`src/rtl/eio_pkg.sv`:
```
`timescale 1ns / 1ps

package eio_pkg;

   // CORDIC setup
   localparam int CORDIC_STEPS = 16;
   localparam int ANGLE_BITS   = 16;
   localparam int STEP_W       = (CORDIC_STEPS > 1) ? $clog2(CORDIC_STEPS) : 1;

   // Field widths
   localparam int HEAD_W = 16;
   localparam int POS_W  = 32;
   localparam int ACC_W  = 48;

   // Internal datapath widths
   localparam int PHASE_W = 32;               // 2^32 is one turn
   localparam int Z_W     = 33;               // residual angle
   localparam int XY_W    = 34;               // 2.30 rotation values, with headroom
   localparam int TRIG_W  = 17;               // Q1.15 with room for +1.0
   localparam int SUM_W   = POS_W + 2;        // sum of two exact deltas
   localparam int PROD_W  = SUM_W + TRIG_W;   // full product
   localparam int INC_W   = PROD_W - 16;      // product after the Q.16 shift

   localparam logic [PHASE_W-1:0] PHASE_MASK  = {PHASE_W{1'b1}} << (PHASE_W - ANGLE_BITS);
   localparam logic [PHASE_W-1:0] EIGHTH_TURN = 32'd536870912;
   localparam logic signed [XY_W-1:0] CORDIC_GAIN = 34'sd652032874;
   localparam logic signed [TRIG_W-1:0] TRIG_MAX = 17'sd32768;
   localparam logic signed [TRIG_W-1:0] TRIG_MIN = -17'sd32768;

   // Sine and cosine of one heading
   typedef struct packed {
      logic signed [TRIG_W-1:0] sin_v;
      logic signed [TRIG_W-1:0] cos_v;
   } trig_type;

   // Multiply/accumulate controls from the sequencer
   typedef struct packed {
      logic mul_en;    // register a product this cycle
      logic mul_cos;   // 0: sum * sin, 1: sum * cos
      logic acc_x;     // add the held product into X
      logic acc_y;     // add the held product into Y
   } mac_ctl_type;

   // atan(2^-i), 2^32 per turn
   function automatic logic signed [Z_W-1:0] atan_entry(input logic [STEP_W-1:0] idx);
      logic signed [Z_W-1:0] val;
      case (idx)
         0:       val = 33'sd536870912;
         1:       val = 33'sd316933406;
         2:       val = 33'sd167458907;
         3:       val = 33'sd85004756;
         4:       val = 33'sd42667331;
         5:       val = 33'sd21354465;
         6:       val = 33'sd10679838;
         7:       val = 33'sd5340245;
         8:       val = 33'sd2670163;
         9:       val = 33'sd1335087;
         10:      val = 33'sd667544;
         11:      val = 33'sd333772;
         12:      val = 33'sd166886;
         13:      val = 33'sd83443;
         14:      val = 33'sd41722;
         15:      val = 33'sd20861;
         16:      val = 33'sd10430;
         17:      val = 33'sd5215;
         18:      val = 33'sd2608;
         19:      val = 33'sd1304;
         20:      val = 33'sd652;
         21:      val = 33'sd326;
         22:      val = 33'sd163;
         23:      val = 33'sd81;
         default: val = '0;
      endcase
      return val;
   endfunction

endpackage

```
`src/rtl/eio_cordic.sv`:
```
`timescale 1ns / 1ps

module eio_cordic
   import eio_pkg::*;
(
   input  logic              clock,
   input  logic              reset,
   input  logic              start,
   input  logic [HEAD_W-1:0] heading,
   output logic              done,
   output trig_type          trig
);

   typedef enum logic [2:0] {
      C_IDLE  = 3'b001,
      C_ROT   = 3'b010,
      C_ROUND = 3'b100
   } cstate_type;

   cstate_type              state_ff, state_in;
   logic [STEP_W-1:0]       count_ff, count_in;
   logic signed [XY_W-1:0]  x_ff, x_in, y_ff, y_in;
   logic signed [Z_W-1:0]   z_ff, z_in;
   logic [1:0]              quad_ff, quad_in;
   logic                    done_ff, done_in;
   trig_type                trig_ff, trig_in;

   logic [PHASE_W-1:0]      phase, rot;
   logic signed [XY_W-1:0]  dx, dy;
   logic signed [Z_W-1:0]   atan_v;
   logic signed [XY_W-1:0]  x_rnd, y_rnd;
   logic signed [TRIG_W-1:0] c_q, s_q;

   // Phase setup: keep the top heading bits, fold into an eighth-turn window
   always_comb begin
      phase = {heading, 16'b0} & PHASE_MASK;
      rot   = phase + EIGHTH_TURN;
   end

   // Shared shift/add step
   always_comb begin
      dx     = y_ff >>> count_ff;
      dy     = x_ff >>> count_ff;
      atan_v = atan_entry(count_ff);
   end

   // Round half up to Q1.15 and clamp
   always_comb begin
      x_rnd = (x_ff + XY_W'(16384)) >>> 15;
      y_rnd = (y_ff + XY_W'(16384)) >>> 15;
      if (x_rnd > XY_W'(TRIG_MAX))      c_q = TRIG_MAX;
      else if (x_rnd < XY_W'(TRIG_MIN)) c_q = TRIG_MIN;
      else                              c_q = x_rnd[TRIG_W-1:0];
      if (y_rnd > XY_W'(TRIG_MAX))      s_q = TRIG_MAX;
      else if (y_rnd < XY_W'(TRIG_MIN)) s_q = TRIG_MIN;
      else                              s_q = y_rnd[TRIG_W-1:0];
   end

   // Sequencer
   always_comb begin
      state_in = state_ff;
      count_in = count_ff;
      x_in     = x_ff;
      y_in     = y_ff;
      z_in     = z_ff;
      quad_in  = quad_ff;
      done_in  = 1'b0;
      trig_in  = trig_ff;
      unique case (state_ff)
         C_IDLE: begin
            if (start) begin
               quad_in  = rot[PHASE_W-1 -: 2];
               z_in     = $signed({3'b000, rot[PHASE_W-3:0]}) - $signed({1'b0, EIGHTH_TURN});
               x_in     = CORDIC_GAIN;
               y_in     = '0;
               count_in = '0;
               state_in = C_ROT;
            end
         end
         C_ROT: begin
            if (!z_ff[Z_W-1]) begin
               x_in = x_ff - dx;
               y_in = y_ff + dy;
               z_in = z_ff - atan_v;
            end else begin
               x_in = x_ff + dx;
               y_in = y_ff - dy;
               z_in = z_ff + atan_v;
            end
            count_in = count_ff + 1'b1;
            if (count_ff == STEP_W'(CORDIC_STEPS - 1)) begin
               state_in = C_ROUND;
            end
         end
         C_ROUND: begin
            // Quadrant by exact swap and negation
            case (quad_ff)
               2'd0:    begin trig_in.cos_v = c_q;  trig_in.sin_v = s_q;  end
               2'd1:    begin trig_in.cos_v = -s_q; trig_in.sin_v = c_q;  end
               2'd2:    begin trig_in.cos_v = -c_q; trig_in.sin_v = -s_q; end
               default: begin trig_in.cos_v = s_q;  trig_in.sin_v = -c_q; end
            endcase
            done_in  = 1'b1;
            state_in = C_IDLE;
         end
         default: state_in = C_IDLE;
      endcase
   end

   always_ff @(posedge clock) begin
      if (reset) begin
         state_ff <= C_IDLE;
         done_ff  <= 1'b0;
      end else begin
         state_ff <= state_in;
         done_ff  <= done_in;
      end
   end

   always_ff @(posedge clock) begin
      count_ff <= count_in;
      x_ff     <= x_in;
      y_ff     <= y_in;
      z_ff     <= z_in;
      quad_ff  <= quad_in;
      trig_ff  <= trig_in;
   end

   assign done = done_ff;
   assign trig = trig_ff;

endmodule

```
`src/rtl/eio_mac.sv`:
```
`timescale 1ns / 1ps

module eio_mac
   import eio_pkg::*;
(
   input  logic                    clock,
   input  logic                    reset,
   input  mac_ctl_type             ctl,
   input  logic signed [SUM_W-1:0] sum,
   input  trig_type                trig,
   output logic signed [ACC_W-1:0] x_acc,
   output logic signed [ACC_W-1:0] y_acc
);

   logic signed [PROD_W-1:0] prod_ff, prod_in;
   logic signed [ACC_W-1:0]  x_ff, x_in, y_ff, y_in;
   logic signed [TRIG_W-1:0] factor;
   logic signed [PROD_W-1:0] rounded;
   logic signed [INC_W-1:0]  inc;
   logic signed [ACC_W-1:0]  acc_sel, acc_sat;
   logic signed [ACC_W:0]    acc_full;

   // Shared multiplier
   always_comb begin
      factor  = ctl.mul_cos ? trig.cos_v : trig.sin_v;
      prod_in = ctl.mul_en ? PROD_W'(sum * factor) : prod_ff;
   end

   // Round to Q.16, add, saturate to 48 bits
   always_comb begin
      rounded  = prod_ff + PROD_W'(32768);
      inc      = rounded[PROD_W-1:16];
      acc_sel  = ctl.acc_y ? y_ff : x_ff;
      acc_full = {acc_sel[ACC_W-1], acc_sel} + (ACC_W + 1)'(inc);
      if (acc_full[ACC_W] != acc_full[ACC_W-1]) begin
         acc_sat = acc_full[ACC_W] ? {1'b1, {(ACC_W-1){1'b0}}} : {1'b0, {(ACC_W-1){1'b1}}};
      end else begin
         acc_sat = acc_full[ACC_W-1:0];
      end
      x_in = ctl.acc_x ? acc_sat : x_ff;
      y_in = ctl.acc_y ? acc_sat : y_ff;
   end

   always_ff @(posedge clock) begin
      if (reset) begin
         x_ff <= '0;
         y_ff <= '0;
      end else begin
         x_ff <= x_in;
         y_ff <= y_in;
      end
   end

   always_ff @(posedge clock) begin
      prod_ff <= prod_in;
   end

   assign x_acc = x_ff;
   assign y_acc = y_ff;

endmodule

```
`src/rtl/encoder_imu_odometry.sv`:
```
`timescale 1ns / 1ps

// Two-wheel dead-reckoning odometry.
// Request channel (req_valid/req_ready): one beat per sensor sample carries the
// heading (65536 per turn) and the left and right wheel positions (Q15.16).
// Response channel (rsp_valid/rsp_ready): one beat per sample with the running
// X and Y positions (Q31.16, saturating at the 48-bit signed range).
// A sample accepted in idle passes through the CORDIC wait, ST_MUL, ST_ACC_X,
// ST_ACC_Y and ST_EMIT before rsp_valid rises, when the output is free.
// A new sample is taken only after the last one has left ST_EMIT; the
// CORDIC unit does one shift/add rotation step per cycle and the multiplier is
// shared between X and Y.
// req_ready is high only while the sequencer is idle.
// Reset clears the stored wheel positions and both accumulators to zero, so the
// first sample's deltas are the full positions. If the receiver stalls, the
// result holds in the output register; the next sample is still accepted and
// worked on, then waits until the previous beat has been taken.
module encoder_imu_odometry
   import eio_pkg::*;
(
   input  logic                    clock,
   input  logic                    reset,
   input  logic                    req_valid,
   output logic                    req_ready,
   input  logic [HEAD_W-1:0]       req_heading_angle,
   input  logic signed [POS_W-1:0] req_left_position,
   input  logic signed [POS_W-1:0] req_right_position,
   output logic                    rsp_valid,
   input  logic                    rsp_ready,
   output logic signed [ACC_W-1:0] rsp_x_position,
   output logic signed [ACC_W-1:0] rsp_y_position
);

   typedef enum logic [5:0] {
      ST_IDLE   = 6'b000001,
      ST_CORDIC = 6'b000010,
      ST_MUL    = 6'b000100,
      ST_ACC_X  = 6'b001000,
      ST_ACC_Y  = 6'b010000,
      ST_EMIT   = 6'b100000
   } state_type;

   state_type               state_ff, state_in;
   logic signed [POS_W-1:0] prev_left_ff, prev_left_in;
   logic signed [POS_W-1:0] prev_right_ff, prev_right_in;
   logic signed [SUM_W-1:0] sum_ff, sum_in;
   logic                    rsp_valid_ff, rsp_valid_in;
   logic signed [ACC_W-1:0] rsp_x_ff, rsp_x_in, rsp_y_ff, rsp_y_in;

   logic                    accept;
   logic                    cordic_done;
   trig_type                trig;
   mac_ctl_type             mac_ctl;
   logic signed [ACC_W-1:0] x_acc, y_acc;
   logic signed [POS_W:0]   delta_l, delta_r;

   assign accept = req_valid && req_ready;

   // Exact wheel deltas and their sum
   always_comb begin
      delta_l = {req_left_position[POS_W-1], req_left_position}
              - {prev_left_ff[POS_W-1], prev_left_ff};
      delta_r = {req_right_position[POS_W-1], req_right_position}
              - {prev_right_ff[POS_W-1], prev_right_ff};
   end

   eio_cordic u_cordic (
      .clock   (clock),
      .reset   (reset),
      .start   (accept),
      .heading (req_heading_angle),
      .done    (cordic_done),
      .trig    (trig)
   );

   eio_mac u_mac (
      .clock (clock),
      .reset (reset),
      .ctl   (mac_ctl),
      .sum   (sum_ff),
      .trig  (trig),
      .x_acc (x_acc),
      .y_acc (y_acc)
   );

   // Sequencer
   always_comb begin
      state_in      = state_ff;
      prev_left_in  = prev_left_ff;
      prev_right_in = prev_right_ff;
      sum_in        = sum_ff;
      rsp_valid_in  = rsp_valid_ff && !rsp_ready;
      rsp_x_in      = rsp_x_ff;
      rsp_y_in      = rsp_y_ff;
      mac_ctl       = '0;
      unique case (state_ff)
         ST_IDLE: begin
            if (req_valid) begin
               sum_in        = SUM_W'(delta_l) + SUM_W'(delta_r);
               prev_left_in  = req_left_position;
               prev_right_in = req_right_position;
               state_in      = ST_CORDIC;
            end
         end
         ST_CORDIC: begin
            if (cordic_done) state_in = ST_MUL;
         end
         ST_MUL: begin
            mac_ctl.mul_en = 1'b1;
            state_in       = ST_ACC_X;
         end
         ST_ACC_X: begin
            // X takes sum*sin while the multiplier forms sum*cos
            mac_ctl.acc_x   = 1'b1;
            mac_ctl.mul_en  = 1'b1;
            mac_ctl.mul_cos = 1'b1;
            state_in        = ST_ACC_Y;
         end
         ST_ACC_Y: begin
            mac_ctl.acc_y = 1'b1;
            state_in      = ST_EMIT;
         end
         ST_EMIT: begin
            if (!rsp_valid_ff || rsp_ready) begin
               rsp_valid_in = 1'b1;
               rsp_x_in     = x_acc;
               rsp_y_in     = y_acc;
               state_in     = ST_IDLE;
            end
         end
         default: state_in = ST_IDLE;
      endcase
   end

   always_ff @(posedge clock) begin
      if (reset) begin
         state_ff      <= ST_IDLE;
         prev_left_ff  <= '0;
         prev_right_ff <= '0;
         rsp_valid_ff  <= 1'b0;
      end else begin
         state_ff      <= state_in;
         prev_left_ff  <= prev_left_in;
         prev_right_ff <= prev_right_in;
         rsp_valid_ff  <= rsp_valid_in;
      end
   end

   always_ff @(posedge clock) begin
      sum_ff   <= sum_in;
      rsp_x_ff <= rsp_x_in;
      rsp_y_ff <= rsp_y_in;
   end

   assign req_ready      = (state_ff == ST_IDLE);
   assign rsp_valid      = rsp_valid_ff;
   assign rsp_x_position = rsp_x_ff;
   assign rsp_y_position = rsp_y_ff;

   // One sample at a time
   a_busy_after_accept: assert property (@(posedge clock) disable iff (reset)
      accept |=> !req_ready)
      else $error("request accepted while a sample is in flight");

   // CORDIC finishes only while the sequencer waits for it
   a_cordic_in_step: assert property (@(posedge clock) disable iff (reset)
      cordic_done |-> state_ff == ST_CORDIC)
      else $error("CORDIC result outside its wait state");

   // A free output slot takes the result at once
   a_emit_loads: assert property (@(posedge clock) disable iff (reset)
      (state_ff == ST_EMIT && (!rsp_valid_ff || rsp_ready))
      |=> (rsp_valid && state_ff == ST_IDLE))
      else $error("result not loaded into a free output register");

endmodule

```
`config.mk`:
```
export PLATFORM = sky130hd
export DESIGN_NAME = encoder_imu_odometry
export DESIGN_NICKNAME = d
export VERILOG_FILES = /design/src/rtl/eio_pkg.sv /design/src/rtl/eio_cordic.sv /design/src/rtl/eio_mac.sv /design/src/rtl/encoder_imu_odometry.sv
export SDC_FILE = /design/constraint.sdc
export NUM_CORES = 2
export LEC_CHECK = 0
export BUFFER_PORTS_ARGS = -buffer_cell sky130_fd_sc_hd__buf_2
export CAP_MARGIN = 20
export CORE_MARGIN = 2
export CORE_UTILIZATION = 45
export DETAILED_ROUTE_END_ITERATION = 16
export MAX_ROUTING_LAYER = met4
export PLACE_DENSITY = 0.63
export SYNTH_ARGS = -nofsm -noshare
export SYNTH_HDL_FRONTEND = slang
export SYNTH_SLANG_ARGS = --single-unit
export TNS_END_PERCENT = 20
```
`constraint.sdc`:
```
create_clock -name clock -period 24.8 [get_ports clock]
set_input_delay 7.44 -clock clock [delete_from_list [all_inputs] [get_ports clock]]
set_output_delay 7.44 -clock clock [all_outputs]
set_load 0.02 [all_outputs]
```
==> results.yml <==
worst_setup_path:
  crit_required_ns: 25.18
  path_max_fanout: 4
  worstSetupPathType: "in2reg"
  cp-start-kind: "primary input"
  crit_path_end_kind: "register"
  crit_arrival_ns: 11.61
timing:
  hold_viol_final: 0
  max_freq_mhz: 89.04
  relSlewSlack_pct: 24.49
  fin_hold_ws_ns: 0.4530
  finalCriticalPeriod_ns: 11.23
  tightestPinTransition_ns: 1.133
  clock-skew-final_ns: 0.07754
  finalSetupViolCount: 0
  drv_slew: 0
  period_share_pct: 45.28
  rsz0062_at_grt: "false"
  final.setup.tns_ns: 0
die:
  start_util_pct: 45.32
  io_pins: 182
  die_w_um: 359.4
  num_rows: 130
  core_mm2: 0.1254
  die_area_mm2: 0.1292
  fp.dieH_um: 359.4
synthesis:
  ys_ff_latch: 508
  synth_top_area_cell: "fa_1"
  synthesis.area_mm2: 0.05684
  async_reset_ff_share_pct: 0
  synth_edf_count: 307
  syn_inst: 6349
  postSynthAreaPerCell_um2: 8.952
  syn_nets: 7364
  ys_types: 102
  synthTopCellsByArea: "fa_1 22%, edfxtp_1 16%, dfxtp_1 7.1%"
  synth.top_cells.by_count: "995 x nand2_1, 716 x inv_1, 619 x fa_1"
  synth_most_common_cell: "nand2_1"
  yosysTopAreaCellShare_pct: 21.80
  synth_seq_area_share_pct: 23.30
  yosys_warnings: 0
  synthFlopType: "edfxtp_1"
clock_network:
  post_cts_resized: 0
  path_clk_slew_ns: 0.06
  cts_max_level: 2
  cts_tree: "yes"
  cts-buffers-inserted: 60
  cts.path.max_buffers: 3
  hold_buffers: 0
  clock_sinks: 508
  cts-root-buf: "clkbuf_16"
  post_cts.repair.setup_buffers: 0
  clkLatencyLatePin_ns: 0.71
cells_and_area:
  fin_nets: 7363
  postLayoutCoreUtil_pct: 48.86
  n_fill_cell: 11820
  multi_input_area_mm2: 0.03970
  synthToLayoutAreaGrowth_pct: 7.815
  seq_area_mm2: 0.01324
  final_layout_size_suffix_gt1_share_pct: 8.375
flow_run:
  cap_viol_max_count: 0
route:
  ant_nets: 0
  viasPerCell: 5.593
  drt-pass1-iter-count: 5
  vias: 45060
  drc: 0
  first_iter_violations: 3478
  wl_per_cell_um: 19.53
  wirelength_mm: 157.4
hold_path:
  hp-class: "reg2reg"
placement:
  placement.io_buffers: 181
  dpl.hpwl_mm: 119.7
  place_congestion: 0.9496
global_routing:
  overflow: 0
  grt_pass1_wl_mm: 251.7
  track_usage_pct: 25.06
  grt_pass1_vias: 45850
  grt_max_degree: 83
  antenna_found_initial: 7
run_status:
  status: "complete, no violations"
-- cell families after synthesis --
group / count (synthesis) / share of synthesized area [%]
xor gates and xnor gates: 363 / 5.594
muxes: 166 / 4.834
AOI/OAI and AO/OA: 1174 / 12.84
adders and majority gates: 934 / 28.72
buffers and inverters: 1037 / 7.018
DFF: 508 / 23.30
and+or+nand+nor: 2167 / 17.70
-- metrics by stage --
stage          instance area, µm²  worst slack [ns]  std cells
2_1_floorplan               56840             12.42       6349
3_3_place_gp                59170             12.78       7935
3_5_place_dp                59170             12.87       7935
4_1_cts                     61240             13.53       8049
5_1_grt                     61270             13.18       8054
6_report                    61280             13.57       8057
-- area by class of cell --
class	instances	area share, %
antenna	7	0.02858
clock buffer	80	2.742
clock inverter	34	0.6248
inverter	718	4.406
multi-input combinational	4804	64.79
sequential	508	21.61
tap	1650	3.369
timing repair buffer	256	2.434
-- worst max-delay path, cell delays in order --
cell	delay [ns]
buf_2	0.12
fa_1	0.53
inv_1	0.05
fa_1	0.48
inv_1	0.04
ha_1	0.19
inv_1	0.08
fa_1	0.21
nor2b_1	0.05
o21ai_0	0.20
a21oi_1	0.17
o41ai_1	0.30
nand2_1	0.21
a211oi_2	0.66
nor2_1	0.19
a31oi_1	0.25
a21oi_1	0.14
a211o_1	0.29
-- routing by layer --
| metal | part of all wire (%) | up-vias | track usage [%] |
|---|---|---|---|
| li1 | - | 21230 | - |
| met1 | 43 | 22240 | 32.20 |
| met2 | 48 | 1303 | 40.99 |
| met3 | 5.8 | 285 | 3.127 |
| met4 | 3.5 | 0 | 8.571 |
| met5 | 0 | - | - |
-- final timing paths --
path	startpoint	end	slack, ns	depth (start not counted)
max	req_left_position[0]	sum_ff[32]	13.57	18
min reg2reg	prev_right_ff[0]	prev_right_ff[0]	0.45	2
max reg2reg	state_ff[5]	u_mac.prod_ff[45]	14.65	30
min	prev_right_ff[0]	prev_right_ff[0]	0.45	2
-- sequential cells by signal, indices dropped and copies added, names as in the netlist, 32 cells and up --
name and cells:
prev_right_ff 32, rsp_x_position 48, u_mac.x_acc 48, u_cordic.trig 34
rsp_y_position 48, u_cordic.z_ff 33, u_mac.prod_ff 36, prev_left_ff 32
u_mac.y_acc 48, sum_ff 34, u_cordic.y_ff 34, u_cordic.x_ff 34
-- cells in the final DEF (no fill, tap or decap), types with 180 or more instances in the layout --
| cell type | n |
|---|---|
| ha_1 | 312 |
| inv_1 | 714 |
| nor2_1 | 389 |
| dfxtp_1 | 201 |
| a21oi_1 | 418 |
| xnor2_1 | 207 |
| edfxtp_1 | 307 |
| fa_1 | 619 |
| buf_2 | 180 |
| o21ai_0 | 258 |
| and2_1 | 221 |
| nand2_1 | 988 |
Power is left out: the tool's default activity adds up to more than one toggle a clock period on the data nets, which glitch-free logic cannot reach.
